<file path="config.mk">
export PLATFORM = sky130hd
export DESIGN_NAME = offside_indent_dedent_generator_top_flat
export DESIGN_NICKNAME = d
export VERILOG_FILES = /design/src/rtl/oidg_pkg.sv /design/src/rtl/oidg_in_if.sv /design/src/rtl/oidg_out_if.sv /design/src/rtl/oidg_stack.sv /design/src/rtl/oidg_seq.sv /design/src/rtl/offside_indent_dedent_generator_top.sv /design/src/flat_wrapper.sv
export VERILOG_INCLUDE_DIRS = /design/src /design/src/rtl
export SDC_FILE = /design/constraint.sdc
export NUM_CORES = 1
export LEC_CHECK = 0
export BUFFER_PORTS_ARGS = -buffer_cell sky130_fd_sc_hd__buf_2
export CORE_MARGIN = 2
export CORE_UTILIZATION = 55
export CTS_BUF_LIST = sky130_fd_sc_hd__clkbuf_16
export DETAILED_ROUTE_END_ITERATION = 16
export GPL_TIMING_DRIVEN = 0
export PLACE_DENSITY = 0.76
export SLEW_MARGIN = 20
export SYNTH_ARGS = -nofsm -noshare
export SYNTH_HDL_FRONTEND = slang
export SYNTH_SLANG_ARGS = --single-unit
</file>
<file path="constraint.sdc">
create_clock -name clk_i -period 8.3 [get_ports clk_i]
set_clock_uncertainty 0.2 [all_clocks]
set_input_delay 1.66 -clock clk_i [delete_from_list [all_inputs] [get_ports clk_i]]
set_output_delay 1.66 -clock clk_i [all_outputs]
set_load 0.01 [all_outputs]
</file>
<file path="src/rtl/assert_macros.svh">
// Assertion macros shared by the indentation tracker RTL.
// Included by the modules that carry concurrent checks; no other dependencies.
`ifndef ASSERT_MACROS_SVH
`define ASSERT_MACROS_SVH

// Check a property on every clock edge outside reset.
`define OIDG_ASSERT(label, clk, rst_n, prop, msg) \
  label: assert property (@(posedge clk) disable iff (!rst_n) (prop)) else $error(msg);

// Check that a condition implies another one on the next clock edge.
`define OIDG_ASSERT_NEXT(label, clk, rst_n, cond, nxt, msg) \
  label: assert property (@(posedge clk) disable iff (!rst_n) (cond) |=> (nxt)) \
    else $error(msg);

`endif

</file>
<file path="src/rtl/oidg_pkg.sv">
// Shared types and codes for the offside-rule indentation tracker.
// No dependencies; used by the interfaces and every RTL module.
package oidg_pkg;

  // Event codes of an input request
  typedef enum logic [1:0] {
    FUNC_OPEN  = 2'd0,
    FUNC_BREAK = 2'd1,
    FUNC_EOF   = 2'd2,
    FUNC_UNDEF = 2'd3
  } func_e;

  // Token codes of a result
  typedef enum logic [2:0] {
    KIND_OPEN     = 3'd0,
    KIND_CLOSE    = 3'd1,
    KIND_NEWLINE  = 3'd2,
    KIND_KEEP     = 3'd3,
    KIND_NONE     = 3'd4,
    KIND_SHALLOW  = 3'd5,
    KIND_OFFSIDES = 3'd6,
    KIND_OVERFLOW = 3'd7
  } kind_e;

  // Stack operation from the sequencer
  typedef struct packed {
    logic push;
    logic pop;
  } stack_cmd_t;

endpackage

</file>
<file path="src/rtl/oidg_in_if.sv">
// Input channel of the indentation tracker: valid/ready plus the event fields.
// Depends on oidg_pkg for the event code type.
interface oidg_in_if #(
  parameter int COLUMN_BITS = 10
);
  logic                   valid;
  logic                   ready;
  oidg_pkg::func_e        func;
  logic [COLUMN_BITS-1:0] depth;
  logic                   next_is_close;

  modport source (output valid, func, depth, next_is_close, input ready);
  modport sink   (input valid, func, depth, next_is_close, output ready);
endinterface

</file>
<file path="src/rtl/oidg_out_if.sv">
// Output channel of the indentation tracker: valid/ready plus the token fields.
// Depends on oidg_pkg for the token code type.
interface oidg_out_if;
  logic            valid;
  logic            ready;
  oidg_pkg::kind_e kind;
  logic            last;

  modport source (output valid, kind, last, input ready);
  modport sink   (input valid, kind, last, output ready);
endinterface

</file>
<file path="src/rtl/oidg_stack.sv">
// Depth stack: top entry in a register, deeper entries in a memory with a
// registered prefetch of the entry below the top. Depends on oidg_pkg.
`include "assert_macros.svh"

module oidg_stack #(
  parameter int STACK_DEPTH = 32,
  parameter int COLUMN_BITS = 10
) (
  input  logic                               clk_i,
  input  logic                               rst_ni,
  input  oidg_pkg::stack_cmd_t               cmd_i,
  input  logic [COLUMN_BITS-1:0]             push_depth_i,
  output logic [COLUMN_BITS-1:0]             top_o,
  output logic [$clog2(STACK_DEPTH+1)-1:0]   cnt_o
);
  import oidg_pkg::*;

  localparam int CW = $clog2(STACK_DEPTH + 1);
  localparam int AW = (STACK_DEPTH > 1) ? $clog2(STACK_DEPTH) : 1;

  logic [COLUMN_BITS-1:0] mem [STACK_DEPTH];
  logic [COLUMN_BITS-1:0] top_q, top_d;
  logic [COLUMN_BITS-1:0] below_q;
  logic [CW-1:0]          cnt_q, cnt_d;
  logic [CW-1:0]          cnt_m1, cnt_d_m2;
  logic [AW-1:0]          waddr, raddr;
  logic                   wr_en, rd_en;

  // Next top and count
  always_comb begin
    top_d = top_q;
    cnt_d = cnt_q;
    if (cmd_i.push) begin
      top_d = push_depth_i;
      cnt_d = cnt_q + CW'(1);
    end else if (cmd_i.pop) begin
      top_d = (cnt_q > CW'(1)) ? below_q : '0;
      cnt_d = cnt_q - CW'(1);
    end
  end

  // Spill the old top on push, prefetch the entry under the next top
  assign cnt_m1   = cnt_q - CW'(1);
  assign cnt_d_m2 = cnt_d - CW'(2);
  assign waddr    = cnt_m1[AW-1:0];
  assign raddr    = cnt_d_m2[AW-1:0];
  assign wr_en    = cmd_i.push && (cnt_q != '0);
  assign rd_en    = cnt_d > CW'(1);

  always_ff @(posedge clk_i) begin
    if (wr_en) begin
      mem[waddr] <= top_q;
    end
    if (rd_en) begin
      below_q <= (wr_en && (waddr == raddr)) ? top_q : mem[raddr];
    end
  end

  // Hold top and count
  always_ff @(posedge clk_i or negedge rst_ni) begin
    if (!rst_ni) begin
      top_q <= '0;
      cnt_q <= '0;
    end else begin
      top_q <= top_d;
      cnt_q <= cnt_d;
    end
  end

  assign top_o = top_q;
  assign cnt_o = cnt_q;

  `OIDG_ASSERT(a_cnt_bound, clk_i, rst_ni, cnt_q <= CW'(STACK_DEPTH), "stack count beyond depth")
  `OIDG_ASSERT(a_no_push_pop, clk_i, rst_ni, !(cmd_i.push && cmd_i.pop), "push and pop together")
  `OIDG_ASSERT(a_pop_filled, clk_i, rst_ni, !cmd_i.pop || (cnt_q != '0), "pop on empty stack")

endmodule

</file>
<file path="src/rtl/oidg_seq.sv">
// Sequencer of the indentation tracker: one depth comparator reused each cycle,
// pop loop, close-token counter and output register. Depends on oidg_pkg.
`include "assert_macros.svh"

module oidg_seq #(
  parameter int STACK_DEPTH = 32,
  parameter int COLUMN_BITS = 10
) (
  input  logic                               clk_i,
  input  logic                               rst_ni,
  oidg_in_if.sink                            req_i,
  oidg_out_if.source                         rsp_o,
  input  logic [COLUMN_BITS-1:0]             top_i,
  input  logic [$clog2(STACK_DEPTH+1)-1:0]   cnt_i,
  output oidg_pkg::stack_cmd_t               cmd_o,
  output logic [COLUMN_BITS-1:0]             push_depth_o
);
  import oidg_pkg::*;

  localparam int CW = $clog2(STACK_DEPTH + 1);

  typedef enum logic [2:0] {
    ST_IDLE  = 3'b001,
    ST_POP   = 3'b010,
    ST_DRAIN = 3'b100
  } state_e;

  state_e                 state_q, state_d;
  func_e                  func_q, func_d;
  logic [COLUMN_BITS-1:0] d_q, d_d;
  logic                   nc_q, nc_d;
  logic                   popped_q, popped_d;
  logic [CW-1:0]          pend_q, pend_d;
  logic                   fin_v_q, fin_v_d;
  kind_e                  fin_kind_q, fin_kind_d;
  logic                   out_valid_q, out_valid_d;
  kind_e                  out_kind_q, out_kind_d;
  logic                   out_last_q, out_last_d;

  logic  accept, can_emit, d_gt, d_lt;
  logic  dec_done, dec_v;
  kind_e dec_kind;
  logic  emit, emit_last, emit_close;
  kind_e emit_kind;

  assign req_i.ready = (state_q == ST_IDLE);
  assign accept      = req_i.valid && req_i.ready;
  assign can_emit    = !out_valid_q || rsp_o.ready;

  // Shared depth comparator
  assign d_gt = d_q > top_i;
  assign d_lt = d_q < top_i;

  // Push the held opener depth
  assign push_depth_o = d_q;

  // Decide one step of the current request
  always_comb begin
    dec_done = 1'b0;
    dec_v    = 1'b0;
    dec_kind = KIND_NONE;
    cmd_o    = '0;
    if (state_q == ST_POP) begin
      case (func_q)
        FUNC_OPEN: begin
          dec_done = 1'b1;
          dec_v    = 1'b1;
          if (!d_gt) begin
            dec_kind = KIND_SHALLOW;
          end else if (cnt_i < CW'(STACK_DEPTH)) begin
            dec_kind   = KIND_OPEN;
            cmd_o.push = 1'b1;
          end else begin
            dec_kind = KIND_OVERFLOW;
          end
        end
        FUNC_BREAK: begin
          if (d_gt) begin
            dec_done = 1'b1;
            dec_v    = 1'b1;
            dec_kind = popped_q ? KIND_OFFSIDES : KIND_KEEP;
          end else if (d_lt) begin
            cmd_o.pop = 1'b1;
          end else begin
            dec_done = 1'b1;
            dec_v    = !nc_q || !popped_q;
            dec_kind = nc_q ? KIND_NONE : KIND_NEWLINE;
          end
        end
        FUNC_EOF: begin
          if (cnt_i != '0) begin
            cmd_o.pop = 1'b1;
          end else begin
            dec_done = 1'b1;
            dec_v    = !popped_q;
            dec_kind = KIND_NONE;
          end
        end
        default: begin
          dec_done = 1'b1;
          dec_v    = 1'b1;
          dec_kind = KIND_NONE;
        end
      endcase
    end
  end

  // Sequence the request and pick at most one result per cycle
  always_comb begin
    state_d    = state_q;
    func_d     = func_q;
    d_d        = d_q;
    nc_d       = nc_q;
    popped_d   = popped_q;
    fin_v_d    = fin_v_q;
    fin_kind_d = fin_kind_q;
    emit       = 1'b0;
    emit_last  = 1'b0;
    emit_close = 1'b0;
    emit_kind  = KIND_NONE;
    case (state_q)
      ST_IDLE: begin
        if (accept) begin
          func_d   = req_i.func;
          d_d      = req_i.depth;
          nc_d     = req_i.next_is_close;
          popped_d = 1'b0;
          fin_v_d  = 1'b0;
          state_d  = ST_POP;
        end
      end
      ST_POP: begin
        popped_d = popped_q || cmd_o.pop;
        if (can_emit && (pend_q > CW'(1))) begin
          emit       = 1'b1;
          emit_close = 1'b1;
          emit_kind  = KIND_CLOSE;
        end else if (can_emit && dec_done && dec_v && (pend_q == '0)) begin
          emit      = 1'b1;
          emit_last = 1'b1;
          emit_kind = dec_kind;
          state_d   = ST_IDLE;
        end
        if (dec_done && !emit_last) begin
          fin_v_d    = dec_v;
          fin_kind_d = dec_kind;
          state_d    = ST_DRAIN;
        end
      end
      ST_DRAIN: begin
        if (can_emit) begin
          emit = 1'b1;
          if (pend_q != '0) begin
            emit_close = 1'b1;
            emit_kind  = KIND_CLOSE;
            emit_last  = (pend_q == CW'(1)) && !fin_v_q;
          end else begin
            emit_kind = fin_kind_q;
            emit_last = 1'b1;
          end
          if (emit_last) begin
            state_d = ST_IDLE;
          end
        end
      end
      default: state_d = ST_IDLE;
    endcase
  end

  // Track closes popped but not yet sent
  always_comb begin
    pend_d = pend_q;
    if (state_q == ST_IDLE) begin
      pend_d = '0;
    end else begin
      pend_d = pend_q + CW'(cmd_o.pop) - CW'(emit_close);
    end
  end

  // Load or drain the output register
  always_comb begin
    out_valid_d = out_valid_q;
    out_kind_d  = out_kind_q;
    out_last_d  = out_last_q;
    if (emit) begin
      out_valid_d = 1'b1;
      out_kind_d  = emit_kind;
      out_last_d  = emit_last;
    end else if (rsp_o.ready) begin
      out_valid_d = 1'b0;
    end
  end

  // Control state
  always_ff @(posedge clk_i or negedge rst_ni) begin
    if (!rst_ni) begin
      state_q     <= ST_IDLE;
      pend_q      <= '0;
      out_valid_q <= 1'b0;
    end else begin
      state_q     <= state_d;
      pend_q      <= pend_d;
      out_valid_q <= out_valid_d;
    end
  end

  // Request and result payload
  always_ff @(posedge clk_i) begin
    func_q     <= func_d;
    d_q        <= d_d;
    nc_q       <= nc_d;
    popped_q   <= popped_d;
    fin_v_q    <= fin_v_d;
    fin_kind_q <= fin_kind_d;
    out_kind_q <= out_kind_d;
    out_last_q <= out_last_d;
  end

  assign rsp_o.valid = out_valid_q;
  assign rsp_o.kind  = out_kind_q;
  assign rsp_o.last  = out_last_q;

  `OIDG_ASSERT(a_pop_nonempty, clk_i, rst_ni,
               !cmd_o.pop || (cnt_i != '0), "pop on empty stack")
  `OIDG_ASSERT(a_push_room, clk_i, rst_ni,
               !cmd_o.push || (cnt_i != CW'(STACK_DEPTH)), "push on full stack")
  `OIDG_ASSERT_NEXT(a_last_idle, clk_i, rst_ni,
                    emit && emit_last, state_q == ST_IDLE, "not idle after last result")
  `OIDG_ASSERT(a_emit_slot, clk_i, rst_ni,
               !emit || can_emit, "result overwrites unsent result")

endmodule

</file>
<file path="src/rtl/offside_indent_dedent_generator_top.sv">
// Top level of the offside-rule indentation tracker.
// Depends on oidg_pkg, oidg_in_if, oidg_out_if, oidg_stack and oidg_seq.
//
// Usage:
//   req_i carries one event per request: func (opener, line break, end of
//   file), depth (opener depth or leading space count) and next_is_close.
//   rsp_o returns the tokens caused by it, one per transfer, with last set on
//   the final one. Both channels use valid/ready.
// Sequencing:
//   The block takes one request at a time; ready is high only between
//   requests. After a request is accepted, the sequencer runs one
//   compare-and-pop step per cycle through the single depth comparator,
//   then one final compare, then sends the remaining tokens. Each result
//   is registered in the output register before it reaches rsp_o.
// Reset:
//   rst_ni clears the stack count (all levels closed) and the sequencer.
//   The stack memory needs no clearing pass.
// Stalls:
//   Results sit in an output register; while rsp_o.ready is low pops go on
//   but tokens wait, and a new request may be taken once the last result
//   is in that register.
module offside_indent_dedent_generator_top #(
  parameter int STACK_DEPTH = 32,
  parameter int COLUMN_BITS = 10
) (
  input  logic       clk_i,
  input  logic       rst_ni,
  oidg_in_if.sink    req_i,
  oidg_out_if.source rsp_o
);
  import oidg_pkg::*;

  localparam int CW = $clog2(STACK_DEPTH + 1);

  stack_cmd_t             cmd;
  logic [COLUMN_BITS-1:0] top;
  logic [COLUMN_BITS-1:0] push_depth;
  logic [CW-1:0]          cnt;

  // Sequencer with the shared comparator
  oidg_seq #(
    .STACK_DEPTH (STACK_DEPTH),
    .COLUMN_BITS (COLUMN_BITS)
  ) u_seq (
    .clk_i        (clk_i),
    .rst_ni       (rst_ni),
    .req_i        (req_i),
    .rsp_o        (rsp_o),
    .top_i        (top),
    .cnt_i        (cnt),
    .cmd_o        (cmd),
    .push_depth_o (push_depth)
  );

  // Depth stack
  oidg_stack #(
    .STACK_DEPTH (STACK_DEPTH),
    .COLUMN_BITS (COLUMN_BITS)
  ) u_stack (
    .clk_i        (clk_i),
    .rst_ni       (rst_ni),
    .cmd_i        (cmd),
    .push_depth_i (push_depth),
    .top_o        (top),
    .cnt_o        (cnt)
  );

endmodule

</file>
<file path="src/flat_wrapper.sv">
// flat-port wrapper written by rule: the top's interface ports become plain ports
module offside_indent_dedent_generator_top_flat import oidg_pkg::*;
#(
  parameter int STACK_DEPTH = 32,
  parameter int COLUMN_BITS = 10
)
  (clk_i, rst_ni, req_i_valid, req_i_func, req_i_depth, req_i_next_is_close, req_i_ready, rsp_o_valid, rsp_o_kind, rsp_o_last, rsp_o_ready);
  oidg_in_if #(.COLUMN_BITS(COLUMN_BITS)) req_i_i ();
  oidg_out_if rsp_o_i ();
  input  logic clk_i;
  input  logic rst_ni;
  input wire logic [$bits(req_i_i.valid)-1:0] req_i_valid;
  input wire logic [$bits(req_i_i.func)-1:0] req_i_func;
  input wire logic [$bits(req_i_i.depth)-1:0] req_i_depth;
  input wire logic [$bits(req_i_i.next_is_close)-1:0] req_i_next_is_close;
  output wire logic [$bits(req_i_i.ready)-1:0] req_i_ready;
  output wire logic [$bits(rsp_o_i.valid)-1:0] rsp_o_valid;
  output wire logic [$bits(rsp_o_i.kind)-1:0] rsp_o_kind;
  output wire logic [$bits(rsp_o_i.last)-1:0] rsp_o_last;
  input wire logic [$bits(rsp_o_i.ready)-1:0] rsp_o_ready;
  assign req_i_i.valid = req_i_valid;
  assign req_i_i.func = req_i_func;
  assign req_i_i.depth = req_i_depth;
  assign req_i_i.next_is_close = req_i_next_is_close;
  assign req_i_ready = req_i_i.ready;
  assign rsp_o_valid = rsp_o_i.valid;
  assign rsp_o_kind = rsp_o_i.kind;
  assign rsp_o_last = rsp_o_i.last;
  assign rsp_o_i.ready = rsp_o_ready;
  offside_indent_dedent_generator_top #(.STACK_DEPTH(STACK_DEPTH), .COLUMN_BITS(COLUMN_BITS)) u_core (.clk_i(clk_i), .rst_ni(rst_ni), .req_i(req_i_i), .rsp_o(rsp_o_i));
endmodule
</file>
# After elaboration in Yosys (flattened, before gate mapping)
# Memory sizes are Yosys's and may differ from the RTL's. A register that Yosys moved wholly into a read port is not among the register bits.
# Index checks and enable logic that the tools add are counted.
# totals
register_bits	48
ram_bits	320
output_inout_bits	6
n_memories	1
# memory_table
name	depth	word_bits	read_ports	rd_clocked_by_memory_dff	wr	line_no	text
u_core.u_stack.mem	32	10	1	1	1	oidg_stack.sv:21	logic [COLUMN_BITS-1:0] mem [STACK_DEPTH];
# op_classes
addsub	5
magnitude_cmp	6
mux	66
n_reduce_logical	28
n_eq_ne	12
# op_table
operator	n
3-bit 2-to-1 mux	16
1-bit 2-to-1 mux	32
10-bit 2-to-1 mux	3
6-bit by 1-bit > comparator with 1-bit output, second input constant	3
6-bit 2-to-1 mux	3
1-bit case mux with 2 select lines	8
3-bit case mux with 2 select lines	2
6-bit nonzero test	2
10-bit > comparator	1
10-bit < comparator	1
3-bit case mux with 3 select lines	1
1-bit logical AND	8
6-bit by 1-bit adder with 6-bit output	1
6-bit by 1-bit adder with 6-bit output, second input constant	1
6-bit by 1-bit == test with 1-bit output, second input constant	1
6-bit logical NOT	1
6-bit < comparator, second input constant	1
2-bit AND reduction	3
2-bit nonzero test	3
6-bit by 1-bit subtractor with 6-bit output	1
6-bit by 1-bit subtractor with 6-bit output, second input constant	1
1-bit logical NOT	5
5-bit AND reduction	1
5-bit by 2-bit subtractor with 5-bit output, second input constant	1
other kinds (13)	17

# Depth between registers and ports, before layout
# depth
ltp_word	15
ltp_mapped	26

# Modules after synthesis
# From an unflattened synthesis, not the netlist that was laid out.
# hier_totals
hier_cells	901
area_unflattened_um2	16080.4
# by_module_without_submodules
module	seq_area_each_um2	area_each_um2	cells_each	n_inst
oidg_stack	10309.9	14133.6	718	1
oidg_seq	912.1	1946.9	183	1

# Worst setup path after synthesis
# No wires, ideal clock.
# synth_path
path_type	flip-flop to flip-flop
startpoint	register u_core.u_stack.cnt_q[0], in the netlist u_core.u_stack.cnt_o[0]
endpoint	register u_core.u_stack.below_q[8] (read register of u_core.u_stack.mem), data pin
slack_ns	1.842
arrival_ns	5.988
path_stages_with_launch	25
n_path_buf	7
path_cell_list	dfrtp_1 > inv_1 > clkbuf_1 > clkbuf_1 > ha_1 > or4b_1 > buf_2 > nor2_4 > nor2b_2 > o21ai_4 > mux2i_2 > or2_4 > buf_2 > inv_1 > clkbuf_1 > clkbuf_1 > ha_1 > xnor2_1 > xnor2_1 > buf_2 > mux2i_1 > o22ai_1 > or4_1 > o32ai_1 > a21oi_1
# synth_via
elab_chain_len	7
# synth_lines
element	line_no	text
start: declaration	oidg_stack.sv:24	logic [CW-1:0] cnt_q, cnt_d;
start signal: assignment	oidg_stack.sv:66	cnt_q <= cnt_d;
6-bit < comparator / 6-bit nonzero test (equally long branches)	oidg_seq.sv:70, oidg_seq.sv:91	
1-bit 2-to-1 mux, on equally long branches	oidg_seq.sv:70, oidg_seq.sv:91	
1-bit 2-to-1 mux / 1-bit case mux with 2 select lines (equally long branches)	oidg_seq.sv:68, oidg_seq.sv:64	
1-bit 2-to-1 mux / 2-bit 2-to-1 mux (equally long branches)	oidg_seq.sv:64, oidg_seq.sv:63	
2-bit 2-to-1 mux / 6-bit 2-to-1 mux (equally long branches)	oidg_seq.sv:63, oidg_stack.sv:36	
6-bit 2-to-1 mux *	oidg_stack.sv:33	if (cmd_i.push) begin
5-bit by 2-bit subtractor with 5-bit output / 6-bit by 1-bit > comparator with 1-bit output (equally long branches)	oidg_stack.sv:44, oidg_stack.sv:48	
end: declaration	oidg_stack.sv:23	logic [COLUMN_BITS-1:0] below_q;
# Mark *: on every way between the ends. The rest lies on a longest branch, timed or not.
# A chain may end at the register's enable or synchronous reset.

# Worst setup path in the final report
# layout_path
startpoint	register u_core.u_stack.cnt_q[0], in the netlist u_core.u_stack.cnt_o[0]
endpoint	register u_core.u_stack.below_q[0] (read register of u_core.u_stack.mem), data pin
# Same word-level chain as after synthesis.

==> results.cfg <==
[layout]
drive_gt1_share_pct = 9.58
syn2layout_area_growth_pct = 10.7
post-route-util_pct = 61.7
layout_common_cells = edfxtp_1 (352), nand2_1 (259), nor2_1 (109)
fin_nets = 1532
n_antenna_cell = 0
final_common_cell = edfxtp_1

[synth]
syn_area_mm2 = 0.0171
synth_cell_type_count = 78
syn_avg_cell_area_um2 = 12.0
netlist_instances = 1420
yosys_warnings = 0
synthArstFlopShare_pct = 6.88
syn_nets = 1469
synth.top_cells.by_area = edfxtp_1 (62%), nand2_1 (5.7%), dfrtp_1 (3.7%)
synth_enable_flop_cells = 352
ys.flop_type = edfxtp_1
yosysSeqAreaShare_pct = 65.8
synth_top_area_cell = edfxtp_1
yosysTopAreaCellShare_pct = 62.0
ys_ff_latch = 378

[floorplan]
start_util_pct = 55.8
fp-row-count = 64
die_w_um = 180
core-area_mm2 = 0.0306
die_h_um = 180
dieArea_mm2 = 0.0324
top_level_ports = 23

[routing]
drtPass1Iterations = 8
ant_nets = 0
drtIter0Drc = 1696
wire_per_inst_um = 24.3
drc = 0
viasPerCell = 6.56
wl_mm = 46.3
vias = 12500

[clocking]
clk_latency_ns = 0.54
cts_tree = done
clkTransAtPathRegs_ns = 0.06
cts_inserted_buffers = 39
hold_buffers = 0
clock-root-buffer = clkbuf_16
clock-sinks = 378
htreeDepth = 2
cts.path.max_buffers = 3

[pwr]
clkPwrFrac_pct = 20.2
peakVddDrop_mv = 0.259
power.switching_fraction_pct = 43.3
p_leak_nw = 6.61
p_per_area_mw_per_mm2 = 413
pwr-share-comb_pct = 44.1
intPower_mw = 4.42
p_total_mw = 7.80
p_seq_share_pct = 35.8
p_switching_mw = 3.38

[grt]
grt_antenna_before_repair = 0
grt_pass1_wl_mm = 70.8
grt_pass1_vias = 12200
grt-ovfl-total = 0
grt_max_degree = 36
grt_usage_pct = 28.3

[placed_design]
place_congestion = 0.902
hpwl_mm = 30.8
io_buffers = 22

[setup_path]
crit_required_ns = 8.50
reg2regPathDepth = 23
cp.depth = 23
r2r-start = u_core.u_stack.cnt_o[0]
critPathLaunch = u_core.u_stack.cnt_o[0]
worst_setup_path_start_kind = register
crit_slowest_cell = nor2_1
r2r_setup_slack_ns = 0.16
cp_top_family = buffers and inverters
cp_num_buf_inv = 9
worstPathMaxFanout = 14
end_kind = register
critPathMaxStageDelay_ns = 0.78
cp.arrival_ns = 8.34
r2r-end = u_core.u_stack.below_q[0]
crit_path_end = u_core.u_stack.below_q[0]
worstSetupPathType = register to register
path_cells = inv_1, clkbuf_2, ha_1, or4b_1, buf_2, nor2_4, nor2b_2, o21ai_4, mux2i_4, or2_4, buf_2, inv_1, clkbuf_1, clkbuf_2, ha_1, xnor2_1, xor2_1, buf_2, clkbuf_2, nor2_1, a22oi_1, a32oi_1, mux2_2

[min_path]
hold_path.class = register to register
hold_path_startpoint = u_core.u_stack.below_q[8]

[timing]
hold_viol = 0
fin_crit_ns = 8.14
fin_crit_sh_pct = 98.1
tightest_slew_ns = 1.23
drv_slew = 0
finalSetupViolCount = 0
fmaxAchievable_mhz = 123
slew_headroom_pct = 17.4
rsz0062_at_grt = false

[status]
status = completed

[run]
maxCapViolations = 0
==> Yosys cell counts (all sizes together), types with 25 or more instances <==
| master | number |
|---|---|
| inv | 35 |
| nand2 | 261 |
| a21oi | 71 |
| nand3 | 71 |
| a31oi | 26 |
| o21ai | 51 |
| edfxtp | 352 |
| ha | 31 |
| nor2 | 112 |
| dfrtp | 25 |
| nand4 | 31 |
| clkbuf | 66 |
| nor3 | 26 |
==> worst register-to-register path, stage by stage (launching register included) <==
cell and delay [ns]:
dfrtp_1 0.51, inv_1 0.42, clkbuf_2 0.38, ha_1 0.43, or4b_1 0.46, buf_2 0.19, nor2_4 0.11, nor2b_2 0.07
o21ai_4 0.32, mux2i_4 0.46, or2_4 0.22, buf_2 0.25, inv_1 0.21, clkbuf_1 0.31, clkbuf_2 0.35, ha_1 0.32
xnor2_1 0.33, xor2_1 0.16, buf_2 0.23, clkbuf_2 0.25, nor2_1 0.79, a22oi_1 0.30, a32oi_1 0.53, mux2_2 0.24
==> metal layers <==
| metal | vias up | global-route usage (%) | share of wire [%] |
|---|---|---|---|
| met5 | - | 0 | 0 |
| met4 | 0 | 13.4 | 5.4 |
| met3 | 185 | 6.08 | 11 |
| met2 | 874 | 44.2 | 45 |
| met1 | 6018 | 38.1 | 38 |
| li1 | 5454 | - | - |
==> stage by stage <==
step           worst slack (ns)  cells  instance area [um2]  TNS, ns  hold slack [ns]
2_1_floorplan              1.84   1420                17100        0            0.315
3_3_place_gp             -0.634   1838                17700    -4.65            0.331
3_5_place_dp             -0.690   1838                17700    -5.27            0.327
4_1_cts                  0.0985   1911                18800        0            0.338
5_1_grt                  0.0177   1909                18900        0            0.370
6_report                  0.159   1909                18900        0            0.333
==> final cells by class <==
class / instances / area [um2]
clock inverter: 32 / 158
timing repair buffer: 24 / 125
sequential: 378 / 11200
buffer: 77 / 307
clock buffer: 39 / 976
inverter: 35 / 131
fill: 2366 / 11700
multi-input combinational: 928 / 5440
tap: 396 / 495
==> flip-flops by register name, indices dropped and copies added (netlist names) <==
signal,cells
u_core.u_seq.pend_q,6
u_core.u_seq.rsp_o.valid,1
u_core.u_seq.fin_v_q,1
u_core.u_seq.nc_q,1
u_core.u_seq.push_depth_o,10
u_core.u_stack.below_q,10
u_core.u_seq.fin_kind_q,3
u_core.u_seq.state_q,3
u_core.u_seq.popped_q,1
u_core.u_seq.rsp_o.last,1
u_core.u_stack.mem,320
u_core.u_seq.func_q,2
u_core.u_stack.cnt_o,6
u_core.u_stack.top_o,10
u_core.u_seq.rsp_o.kind,3
==> repair_timing <==
item | CTS | global route
gates resized for setup | 8 | 9
endpoints found under the setup margin | 10 | 10
pin swaps | 1 | 0
setup buffers | 2 | 0
==> worst min path at each step <==
stage	endpoint	slack (ns)	depth (start not counted)
2_1_floorplan	u_core.u_seq.rsp_o.kind[1]	0.32	2
3_3_place_gp	u_core.u_stack.top_o[1]	0.33	2
3_5_place_dp	u_core.u_stack.top_o[8]	0.33	2
4_1_cts	u_core.u_stack.top_o[8]	0.34	2
5_1_grt	u_core.u_stack.top_o[6]	0.37	2
6_report	u_core.u_stack.top_o[8]	0.33	2
==> cells by family (layout without fill, tap and decap cells) <==
group	Yosys count	count (layout)	share of synthesized area (%)
DFF	378	378	65.8
adders and majority gates	32	32	2.39
AOI/OAI and AO/OA	277	277	11.0
and+or+nand+nor	571	571	15.1
muxes	32	32	2.22
buffers and inverters	114	207	2.56
xor gates and xnor gates	16	16	0.902
==> power groups by stage <==
stage	clock (mW)	sequential [mW]	combinational, mW
global placement	0	2.81	3.16
finish	1.57	2.79	3.44
global route	1.65	2.81	3.65
CTS	1.57	2.78	3.29
floorplan	0	2.65	2.14
detailed placement	0	2.82	3.23
Note: power is estimated with default switching activity, not from simulation.
